[src/dvrt_pkg.sv]
// package: types, constants and helpers for the distance-vector route table
`default_nettype none
package dvrt_pkg;

   localparam int TABLE_ENTRIES = 64;
   localparam int IDX_W = $clog2(TABLE_ENTRIES);
   localparam int CNT_W = $clog2(TABLE_ENTRIES + 1);

   localparam logic [2:0] FL_DIRECT = 3'd1;
   localparam logic [2:0] FL_ROUTER = 3'd2;
   localparam logic [2:0] FL_NET    = 3'd4;

   typedef enum logic [2:0] {
      ST_IGNORED   = 3'd0,
      ST_CHANGED   = 3'd1,
      ST_INSERTED  = 3'd2,
      ST_UNCHANGED = 3'd3,
      ST_FULL      = 3'd4,
      ST_READ      = 3'd5,
      ST_EMPTY     = 3'd6,
      ST_SWEEP     = 3'd7
   } status_type;

   typedef enum logic [1:0] {
      MODE_LOAD   = 2'd0,
      MODE_VECTOR = 2'd1,
      MODE_SWEEP  = 2'd2,
      MODE_READ   = 2'd3
   } mode_type;

   typedef enum logic [1:0] {
      CSR_INFINITY = 2'd0,
      CSR_HOLD     = 2'd1,
      CSR_TIMEOUT  = 2'd2
   } csr_index_type;

   typedef struct packed {
      logic [1:0]  mode;
      logic [31:0] turn;
      logic [31:0] sender_addr;
      logic [31:0] network_addr;
      logic [5:0]  prefix_len;
      logic [31:0] distance;
      logic [5:0]  entry_index;
   } req_type;

   typedef struct packed {
      logic [2:0]  status;
      logic [31:0] out_network;
      logic [5:0]  out_prefix;
      logic [31:0] out_distance;
      logic [31:0] out_direct_distance;
      logic [31:0] out_next_hop;
      logic        out_is_direct;
      logic        out_router_live;
      logic        out_network_live;
      logic [31:0] out_last_seen;
      logic [6:0]  deleted_count;
   } rsp_type;

   // one stored route
   typedef struct packed {
      logic [31:0] network;
      logic [5:0]  prefix;
      logic [31:0] next_hop;
      logic [31:0] distance;
      logic [31:0] direct_distance;
      logic [31:0] heard_turn;
      logic [2:0]  flags;
   } entry_type;

   // memory port bundle between the sequencer and the store
   typedef struct packed {
      logic              rd_en;
      logic [IDX_W-1:0]  rd_addr;
      logic              wr_en;
      logic [IDX_W-1:0]  wr_addr;
      entry_type         wr_data;
   } mem_req_type;

   typedef enum logic [3:0] {
      S_IDLE,
      S_FIND_RD,
      S_FIND_CHK,
      S_SND_WR,
      S_MATCH_RD,
      S_MATCH_CHK,
      S_SW_RD,
      S_SW_CHK,
      S_POI_RD,
      S_POI_CHK,
      S_SH_RD,
      S_SH_WR,
      S_READ_RD,
      S_READ_OUT,
      S_DONE
   } state_type;

   function automatic logic [31:0] bcast(input logic [31:0] net, input logic [5:0] p);
      logic [31:0] m;
      m = 32'hFFFF_FFFF;
      if (p == 6'd0) begin
         bcast = 32'hFFFF_FFFF;
      end else if (p >= 6'd32) begin
         bcast = net;
      end else begin
         m = m >> p;
         bcast = net | m;
      end
   endfunction

endpackage
`default_nettype wire

[src/dvrt_seq.sv]
// sequencer: walks the table slot by slot for vector and sweep operations
`default_nettype none
module dvrt_seq (
   input  wire logic                 clock,
   input  wire logic                 reset,
   input  wire logic                 start,
   output logic                      busy,
   input  wire dvrt_pkg::req_type    req,
   input  wire logic [31:0]          inf_d,
   input  wire logic [15:0]          hold_t,
   input  wire logic [15:0]          tout_t,
   output dvrt_pkg::mem_req_type     mreq,
   input  wire dvrt_pkg::entry_type  rd_data,
   output logic                      rsp_strobe,
   output dvrt_pkg::rsp_type         rsp
);
   import dvrt_pkg::*;

   state_type state_ff, state_in;
   req_type req_ff, req_in;
   logic [CNT_W-1:0] n_ff, n_in;       // used count
   logic [CNT_W-1:0] i_ff, i_in;       // walk index
   logic [CNT_W-1:0] k_ff, k_in;       // inner index
   logic [CNT_W-1:0] s_ff, s_in;       // sender slot
   entry_type snd_ff, snd_in;          // sender entry after update
   entry_type cur_ff, cur_in;          // entry under sweep
   logic held_ff, held_in;
   logic [31:0] sum_ff, sum_in;
   logic [6:0] del_ff, del_in;
   rsp_type rsp_ff, rsp_in;
   logic strobe_ff, strobe_in;

   logic [32:0] raw_sum;
   logic [31:0] age;
   logic [31:0] want;
   entry_type e;

   assign busy = (state_ff != S_IDLE);
   assign rsp_strobe = strobe_ff;
   assign rsp = rsp_ff;

   always_ff @(posedge clock) begin
      if (reset) begin
         state_ff <= S_IDLE;
         n_ff <= '0;
         strobe_ff <= 1'b0;
      end else begin
         state_ff <= state_in;
         n_ff <= n_in;
         strobe_ff <= strobe_in;
      end
      req_ff <= req_in;
      i_ff <= i_in;
      k_ff <= k_in;
      s_ff <= s_in;
      snd_ff <= snd_in;
      cur_ff <= cur_in;
      held_ff <= held_in;
      sum_ff <= sum_in;
      del_ff <= del_in;
      rsp_ff <= rsp_in;
   end

   // next state and datapath
   always_comb begin
      state_in = state_ff;
      req_in = req_ff;
      n_in = n_ff;
      i_in = i_ff;
      k_in = k_ff;
      s_in = s_ff;
      snd_in = snd_ff;
      cur_in = cur_ff;
      held_in = held_ff;
      sum_in = sum_ff;
      del_in = del_ff;
      rsp_in = rsp_ff;
      strobe_in = 1'b0;
      mreq = '0;
      e = rd_data;
      raw_sum = 33'd0;
      age = req_ff.turn - rd_data.heard_turn;
      want = bcast(req_ff.network_addr, req_ff.prefix_len);
      case (state_ff)
         S_IDLE: begin
            rsp_in = '0;
            del_in = '0;
            held_in = 1'b0;
            i_in = '0;
            if (start) begin
               req_in = req;
               case (mode_type'(req.mode))
                  MODE_LOAD: begin
                     if (n_ff >= CNT_W'(TABLE_ENTRIES)) begin
                        rsp_in.status = ST_FULL;
                     end else begin
                        mreq.wr_en = 1'b1;
                        mreq.wr_addr = n_ff[IDX_W-1:0];
                        mreq.wr_data = '{req.network_addr, req.prefix_len, req.network_addr,
                           req.distance, req.distance, req.turn,
                           FL_DIRECT | FL_ROUTER | FL_NET};
                        n_in = n_ff + 1'b1;
                        rsp_in.status = ST_INSERTED;
                     end
                     state_in = S_DONE;
                  end
                  MODE_VECTOR: state_in = S_FIND_RD;
                  MODE_SWEEP:  state_in = S_SW_RD;
                  default:     state_in = S_READ_RD;
               endcase
            end
         end
         // search the sender
         S_FIND_RD: begin
            if (i_ff >= n_ff) begin
               rsp_in.status = ST_IGNORED;
               state_in = S_DONE;
            end else begin
               mreq.rd_en = 1'b1;
               mreq.rd_addr = i_ff[IDX_W-1:0];
               state_in = S_FIND_CHK;
            end
         end
         S_FIND_CHK: begin
            if (rd_data.network == req_ff.sender_addr) begin
               e.flags = rd_data.flags | FL_ROUTER | FL_NET;
               e.heard_turn = req_ff.turn;
               if (rd_data.direct_distance < rd_data.distance) begin
                  e.distance = rd_data.direct_distance;
               end
               snd_in = e;
               s_in = i_ff;
               raw_sum = {1'b0, rd_data.direct_distance} + {1'b0, req_ff.distance};
               sum_in = (raw_sum > {1'b0, inf_d}) ? inf_d : raw_sum[31:0];
               state_in = S_SND_WR;
            end else begin
               i_in = i_ff + 1'b1;
               state_in = S_FIND_RD;
            end
         end
         S_SND_WR: begin
            mreq.wr_en = 1'b1;
            mreq.wr_addr = s_ff[IDX_W-1:0];
            mreq.wr_data = snd_ff;
            i_in = '0;
            state_in = S_MATCH_RD;
         end
         // search the advertised network
         S_MATCH_RD: begin
            if (i_ff >= n_ff) begin
               if (held_ff) begin
                  rsp_in.status = ST_UNCHANGED;
               end else if (n_ff >= CNT_W'(TABLE_ENTRIES)) begin
                  rsp_in.status = ST_FULL;
               end else begin
                  mreq.wr_en = 1'b1;
                  mreq.wr_addr = n_ff[IDX_W-1:0];
                  mreq.wr_data = '{req_ff.network_addr, req_ff.prefix_len,
                     req_ff.sender_addr, sum_ff, inf_d, req_ff.turn, FL_NET};
                  n_in = n_ff + 1'b1;
                  rsp_in.status = ST_INSERTED;
               end
               state_in = S_DONE;
            end else begin
               mreq.rd_en = 1'b1;
               mreq.rd_addr = i_ff[IDX_W-1:0];
               state_in = S_MATCH_CHK;
            end
         end
         S_MATCH_CHK: begin
            i_in = i_ff + 1'b1;
            state_in = S_MATCH_RD;
            if (bcast(rd_data.network, rd_data.prefix) == want) begin
               if (rd_data.flags[0] && !rd_data.flags[1] && age < {16'd0, hold_t}) begin
                  held_in = 1'b1;
               end else begin
                  state_in = S_DONE;
                  if (req_ff.distance >= inf_d && rd_data.next_hop == snd_ff.network) begin
                     e.distance = inf_d;
                     e.heard_turn = req_ff.turn;
                     mreq.wr_en = 1'b1;
                     rsp_in.status = ST_CHANGED;
                  end else if (rd_data.distance > sum_ff) begin
                     e.distance = sum_ff;
                     e.next_hop = snd_ff.network;
                     mreq.wr_en = 1'b1;
                     rsp_in.status = ST_CHANGED;
                  end else begin
                     rsp_in.status = ST_UNCHANGED;
                  end
                  mreq.wr_addr = i_ff[IDX_W-1:0];
                  mreq.wr_data = e;
               end
            end
         end
         // age sweep
         S_SW_RD: begin
            if (i_ff >= n_ff) begin
               rsp_in.status = ST_SWEEP;
               rsp_in.deleted_count = del_ff;
               state_in = S_DONE;
            end else begin
               mreq.rd_en = 1'b1;
               mreq.rd_addr = i_ff[IDX_W-1:0];
               state_in = S_SW_CHK;
            end
         end
         S_SW_CHK: begin
            cur_in = rd_data;
            state_in = S_SW_RD;
            i_in = i_ff + 1'b1;
            if (rd_data.flags[0]) begin
               if (rd_data.flags[2] && age > {16'd0, tout_t}) begin
                  e.flags = rd_data.flags & ~FL_ROUTER;
                  e.distance = inf_d;
                  if (rd_data.flags[1]) begin
                     e.heard_turn = req_ff.turn;
                     k_in = '0;
                     i_in = i_ff;
                     state_in = S_POI_RD;
                  end
                  mreq.wr_en = 1'b1;
                  mreq.wr_addr = i_ff[IDX_W-1:0];
                  mreq.wr_data = e;
                  cur_in = e;
               end
            end else if (rd_data.distance >= inf_d && age > {16'd0, hold_t}) begin
               del_in = del_ff + 1'b1;
               k_in = i_ff;
               i_in = i_ff;
               state_in = S_SH_RD;
            end
         end
         // poison routes through a timed-out neighbour
         S_POI_RD: begin
            if (k_ff >= n_ff) begin
               i_in = i_ff + 1'b1;
               state_in = S_SW_RD;
            end else begin
               mreq.rd_en = 1'b1;
               mreq.rd_addr = k_ff[IDX_W-1:0];
               state_in = S_POI_CHK;
            end
         end
         S_POI_CHK: begin
            if (rd_data.next_hop == cur_ff.network) begin
               e.distance = inf_d;
               e.heard_turn = req_ff.turn;
               mreq.wr_en = 1'b1;
               mreq.wr_addr = k_ff[IDX_W-1:0];
               mreq.wr_data = e;
            end
            k_in = k_ff + 1'b1;
            state_in = S_POI_RD;
         end
         // move later entries down by one
         S_SH_RD: begin
            if (k_ff + 1'b1 >= n_ff) begin
               n_in = n_ff - 1'b1;
               state_in = S_SW_RD;
            end else begin
               mreq.rd_en = 1'b1;
               mreq.rd_addr = IDX_W'(k_ff + 1'b1);
               state_in = S_SH_WR;
            end
         end
         S_SH_WR: begin
            mreq.wr_en = 1'b1;
            mreq.wr_addr = k_ff[IDX_W-1:0];
            mreq.wr_data = rd_data;
            k_in = k_ff + 1'b1;
            state_in = S_SH_RD;
         end
         // slot read
         S_READ_RD: begin
            if ({1'b0, req_ff.entry_index} >= (IDX_W+1)'(TABLE_ENTRIES) ||
                CNT_W'(req_ff.entry_index) >= n_ff) begin
               rsp_in.status = ST_EMPTY;
               state_in = S_DONE;
            end else begin
               mreq.rd_en = 1'b1;
               mreq.rd_addr = req_ff.entry_index[IDX_W-1:0];
               state_in = S_READ_OUT;
            end
         end
         S_READ_OUT: begin
            rsp_in.status = ST_READ;
            rsp_in.out_network = rd_data.network;
            rsp_in.out_prefix = rd_data.prefix;
            rsp_in.out_distance = rd_data.distance;
            rsp_in.out_direct_distance = rd_data.direct_distance;
            rsp_in.out_next_hop = rd_data.next_hop;
            rsp_in.out_is_direct = rd_data.flags[0];
            rsp_in.out_router_live = rd_data.flags[1];
            rsp_in.out_network_live = rd_data.flags[2];
            rsp_in.out_last_seen = rd_data.heard_turn;
            state_in = S_DONE;
         end
         S_DONE: begin
            strobe_in = 1'b1;
            state_in = S_IDLE;
         end
         default: state_in = S_IDLE;
      endcase
   end
endmodule
`default_nettype wire
[config.mk]
export PLATFORM = sky130hd
export DESIGN_NAME = dvrt_seq
export DESIGN_NICKNAME = d
export VERILOG_FILES = /design/src/dvrt_pkg.sv /design/src/dvrt_seq.sv
export SDC_FILE = /design/constraint.sdc
export NUM_CORES = 2
export LEC_CHECK = 0
export BUFFER_PORTS_ARGS = -buffer_cell sky130_fd_sc_hd__buf_2
export CELL_PAD_IN_SITES_DETAIL_PLACEMENT = 2
export CELL_PAD_IN_SITES_GLOBAL_PLACEMENT = 2
export CORE_MARGIN = 5
export CORE_UTILIZATION = 24
export CTS_CLUSTER_SIZE = 24
export DETAILED_ROUTE_END_ITERATION = 12
export GPL_TIMING_DRIVEN = 1
export PLACE_DENSITY = 0.67
export SKIP_LAST_GASP = 1
export SYNTH_ARGS = -nofsm -noshare
export SYNTH_HDL_FRONTEND = slang
export SYNTH_SLANG_ARGS = --single-unit
export TNS_END_PERCENT = 1
[constraint.sdc]
create_clock -name clock -period 58.6 [get_ports clock]
set_clock_uncertainty 0.05 [all_clocks]
set_input_delay 2.93 -clock clock [delete_from_list [all_inputs] [get_ports clock]]
set_output_delay 2.93 -clock clock [all_outputs]
set_load 0.005 [all_outputs]
After elaboration in Yosys (flattened, before gate mapping)
Index checks and enable logic that the tools add are counted.
{"block": "word_totals", "output_inout_bits": 364, "in_bits": 378, "wordCells": 220, "ff_bits": 590}
{"block": "op_classes", "reduce_logical": 31, "order_cmp": 15, "addsub": 7, "bitwise_logic": 2, "mux": 89, "eq_ne": 40, "n_shift": 2}
{"cell": "176-bit two-way mux", "n": 11}
{"cell": "176-bit case mux with 7 select lines", "n": 1}
{"cell": "32-bit two-way mux", "n": 11}
{"cell": "169-bit case mux with 2 select lines", "n": 1}
{"cell": "7-bit two-way mux", "n": 23}
{"cell": "32-bit == test", "n": 4}
{"cell": "32-bit >= comparator", "n": 2}
{"cell": "32-bit by 16-bit greater-than comparator with 1-bit output", "n": 2}
{"cell": "64-bit two-way mux", "n": 1}
{"cell": "32-bit OR", "n": 2}
{"cell": "32-bit by 6-bit right shift with 32-bit output (first input constant)", "n": 2}
{"cell": "4-bit case mux with 14 select lines", "n": 1}
{"cell": "4-bit two-way mux", "n": 12}
{"cell": "7-bit case mux with 2 select lines", "n": 3}
{"cell": "7-bit case mux with 5 select lines", "n": 1}
{"cell": "32-bit by 32-bit adder with 33-bit output", "n": 1}
{"cell": "33-bit by 32-bit greater-than comparator with 1-bit output", "n": 1}
{"cell": "32-bit greater-than comparator", "n": 1}
{"cell": "32-bit by 16-bit < comparator with 1-bit output", "n": 1}
{"cell": "32-bit < comparator", "n": 1}
{"cell": "32-bit subtractor", "n": 1}
{"cell": "3-bit two-way mux", "n": 10}
{"cell": "7-bit by 1-bit adder with 7-bit output (second input constant)", "n": 4}
{"cell": "4-bit == test (second input constant)", "n": 7}
{"cell": "other kinds (39)", "n": 82}

Logic depth before layout (Yosys ltp)
{"block": "depth", "depth_word": 8, "mapped_depth": 26, "mapped_depth_nobuf": 24}

Least setup slack after synthesis
No wires, ideal clock.
{"block": "synth_path", "path_kind": "input -> register", "start": "input port rd_data[160] in the netlist's numbering", "end": "register i_ff[0], enable pin", "path_buffers": 0, "t_arrival_ns": 26.774, "stages": 6, "setup_slack_ns": 30.188, "required_ns": 56.962, "cell_sequence": "xor2_1 nor4_1 nand4_1 or4_1 nor4_1 nor3_1"}
{"block": "synth_via", "elab_chain_len": 3}
{"item": "start, declared", "line_no": "dvrt_seq.sv:13", "source": "input wire dvrt_pkg::entry_type rd_data,"}
{"item": "32-bit == test", "line_no": "dvrt_seq.sv:125", "source": "if (rd_data.network == req_ff.sender_addr) begin"}
{"item": "2-bit != test (no line)"}
{"item": "5-bit AND reduction (no line)"}
{"item": "end signal, assigned", "line_no": "dvrt_seq.sv:53", "source": "i_ff <= i_in;"}
{"item": "end, declared", "line_no": "dvrt_seq.sv:22", "source": "logic [CNT_W-1:0] i_ff, i_in;"}
No other way between the ends.
A chain may end at the register's enable or synchronous reset.

==> summary.txt <==
Timing
  – Worst slew margin: 14.7%
  – Final period utilization: 21.2%
  – Setup_tns: 0 ns
  – Worst Tran Pin Value: 1.27 ns
  – Max Slew Vio Count: 0
  – Worst hold slack: 0.453 ns
  – FMAX: 0.0804 GHz
  – Unrepaired setup endpoints after global routing: false
  – Final setup margin: 46.17 ns
  – Final hold vios: 0
  – # setup viols final: 0
  – Tmin final: 12.43 ns

Worst setup path
  – Data arrival time of the worst path: 9.45 ns
  – Max incr delay on CP: 0.88 ns
  – Reg-to-Reg Start: req_ff[7]$_DFFE_PP_
  – Top cell by count, worst path: o21ai_0
  – Startpoint types: primary input
  – Crit-path max FO: 38
  – Worst reg-to-reg path cell count: 21
  – WS Path Type: primary input to output pin
  – RR Endpoint: sum_ff[3]$_DFFE_PP_
  – Worst Path Required: 55.62 ns
  – CP delay by family, top: compound AO/OA/AOI/OAI gates
  – Buf/Inv on CP: 4
  – Reg2Reg Setup Slack: 52.00 ns
  – CP endpoint kind: output pin
  – Critical-path top delay cell: nor4b_1

Logic synthesis
  – Syn_nets: 4001
  – Async SR Flop Fraction: 0%
  – Flops & latches, synth: 590
  – Number of synthesized flops with an enable pin: 578
  – Synthesized cell area: 36200 um^2
  – Synth cell types: 78
  – Post-synthesis sequential area ratio: 48.6%
  – Mapped Cells: 3327
  – Top_reg_cell synth: edfxtp_1
  – Synth warn: 0
  – Synthesized area per cell: 10.9 um^2

Cells and area
  – Nets: 4720
  – Area of the multi-input gates: 17000 um^2
  – Most frequent cells in the layout: 741 x buf_2, 578 x edfxtp_1, 316 x inv_1, 293 x ha_1, 266 x nor2_1
  – Ratio of cells with drive above 1 in the final layout: 24.0%
  – Register Area: 17600 um^2
  – Fillers: 16600
  – Most common cell after layout, fill and taps aside: buf_2
  – Area grow syn2layout: 24.6%
  – Non-Filler Cell Area, Final: 45100 um^2

Die
  – Chip Width: 398 um
  – Die height: 398 um
  – Core Area: 150000 um^2
  – # rows: 142
  – Starting Density: 24.1%
  – IO Pins: 742
  – Die Area: 159000 um^2

Drt
  – Routed Antenna Nets: 0
  – DR pass1 iterations: 9
  – Vias per cell: 5.36
  – Via Count: 33000
  – DRC viols: 0
  – Initial DRC count: 2921
  – Routed WL per cell: 31.5 um
  – Final wirelength: 193000 um

Hold path
  – Hold depth: 0
  – HP Start: req_ff[130]$_DFFE_PP_
  – Hold Path Class: flop to flop
  – Hold EP: snd_ff[25]$_DFFE_PP_

Clock tree
  – Clock insertion delay at the later pin of the skew report: 0.72 ns
  – Htree depth: 3
  – Cts bufs inserted: 77
  – Worst-path clk slew: 0.06 ns
  – CTS tree: built
  – Clk sinks: 590
  – CTS resizes: 0
  – Maximum clock path buffer count: 3
  – Hold buffer count at cts: 0
  – CTS Root Cell: clkbuf_16
  – Post-CTS Setup Bufs: 0

Outcome
  – Outcome: finished, final reports clean

Place
  – GPL Wtd Cong: 0.890
  – Hpwl dp: 150000 um
  – Dpl ws: 46.24 ns
  – # port buffers: 741
  – Placed Area: 42400 um^2

Global routing
  – Vias in the first global route: 34800
  – Initial antenna violation count: 47
  – Largest net degree at the start of global routing: 112
  – Total GRT Usage: 23.2%
  – First-pass GRT wire length: 265000 um
  – Total grt overflow: 0

Run
  – Max-Cap Viols: 0

Pwr
  – Leak pwr: 19.4 nW
  – Maximum VDD drop: 0.0267 mV
  – Power per cell area: 41.6 nW/um^2
## area by class of cell
class	count	area share, %
tap	2016	5.59
inverter	319	2.65
clock inverter	48	1.42
timing repair buffer	794	9.13
sequential	590	39.0
antenna	25	0.139
clock buffer	93	4.43
multi-input combinational	2264	37.6
## logic make-up (layout without fill, tap and decap cells)
| kind of cell | Yosys count | count (layout) | share of synthesized area, % |
|---|---|---|---|
| other | 0 | 25 | 0 |
| DFF | 590 | 590 | 48.6 |
| muxes | 95 | 95 | 2.75 |
| adders and majority gates | 296 | 296 | 10.3 |
| buffers and inverters | 473 | 1254 | 5.05 |
| AOI/OAI and AO/OA | 926 | 926 | 18.6 |
| and+or+nand+nor | 751 | 751 | 10.0 |
| xor gates and xnor gates | 196 | 196 | 4.74 |
## worst max path at each step
stage,depth (start not counted),startpoint,end
after floorplan,6,rd_data[160],i_ff[0]$_SDFFCE_PP0P_
after global placement,21,rd_data[3],mreq[101]
after detailed placement,21,rd_data[3],mreq[101]
after CTS,21,rd_data[3],mreq[101]
after global routing,25,rd_data[4],mreq[101]
final,25,rd_data[4],mreq[101]
## state kept, by name (all words and copies together) (netlist names)
name,flops
snd_ff,167
k_ff,7
req_ff,140
state_ff,4
held_ff,1
rsp,179
s_ff,6
i_ff,7
del_ff,7
n_ff,7
cur_ff,32
rsp_strobe,1
sum_ff,32
## cells in the mapped netlist (all sizes together), types with 33 or more instances
cell type,instances,share of area (%)
nand2b,35,0.60
nor4,34,0.59
a21o,92,1.9
nand4,54,0.93
o21ai,185,2.6
inv,317,3.3
nand2,136,1.4
xnor2,84,2.0
a222oi,142,3.9
ha,293,10
clkbuf,128,1.3
xor2,112,2.7
a221o,94,2.6
nand3,64,0.88
mux2i,59,1.6
edfxtp,578,48
a21oi,209,2.9
nor3,33,0.52
mux2,36,1.1
nor2,269,2.8
and2,41,0.71
## layer usage
metal  wire (um)  global-route usage [%]  part of all wire (%)  vias up
met5          92                       0                 0.048        -
met4        5400                    6.70                   2.8       14
met3       15000                    5.17                   7.8      252
met2       93200                    40.1                    48     1479
met1       79800                    29.1                    41    17100
li1            -                       -                     -    14200
## report_power, final
part	internal [mW]	switching (mW)
combinational	0.251	0.469
clock	0.288	0.219
sequential	0.601	0.0502
## metrics by stage
step	std cells	power [mW]	utilization [%]
2_1_floorplan	3327	1.03	-
3_3_place_gp	5983	1.36	28.3
3_5_place_dp	5983	1.38	28.3
4_1_cts	6124	1.90	30.0
5_1_grt	6138	1.97	30.1
6_report	6149	1.88	30.1
Power figures use the tool's default switching activity.
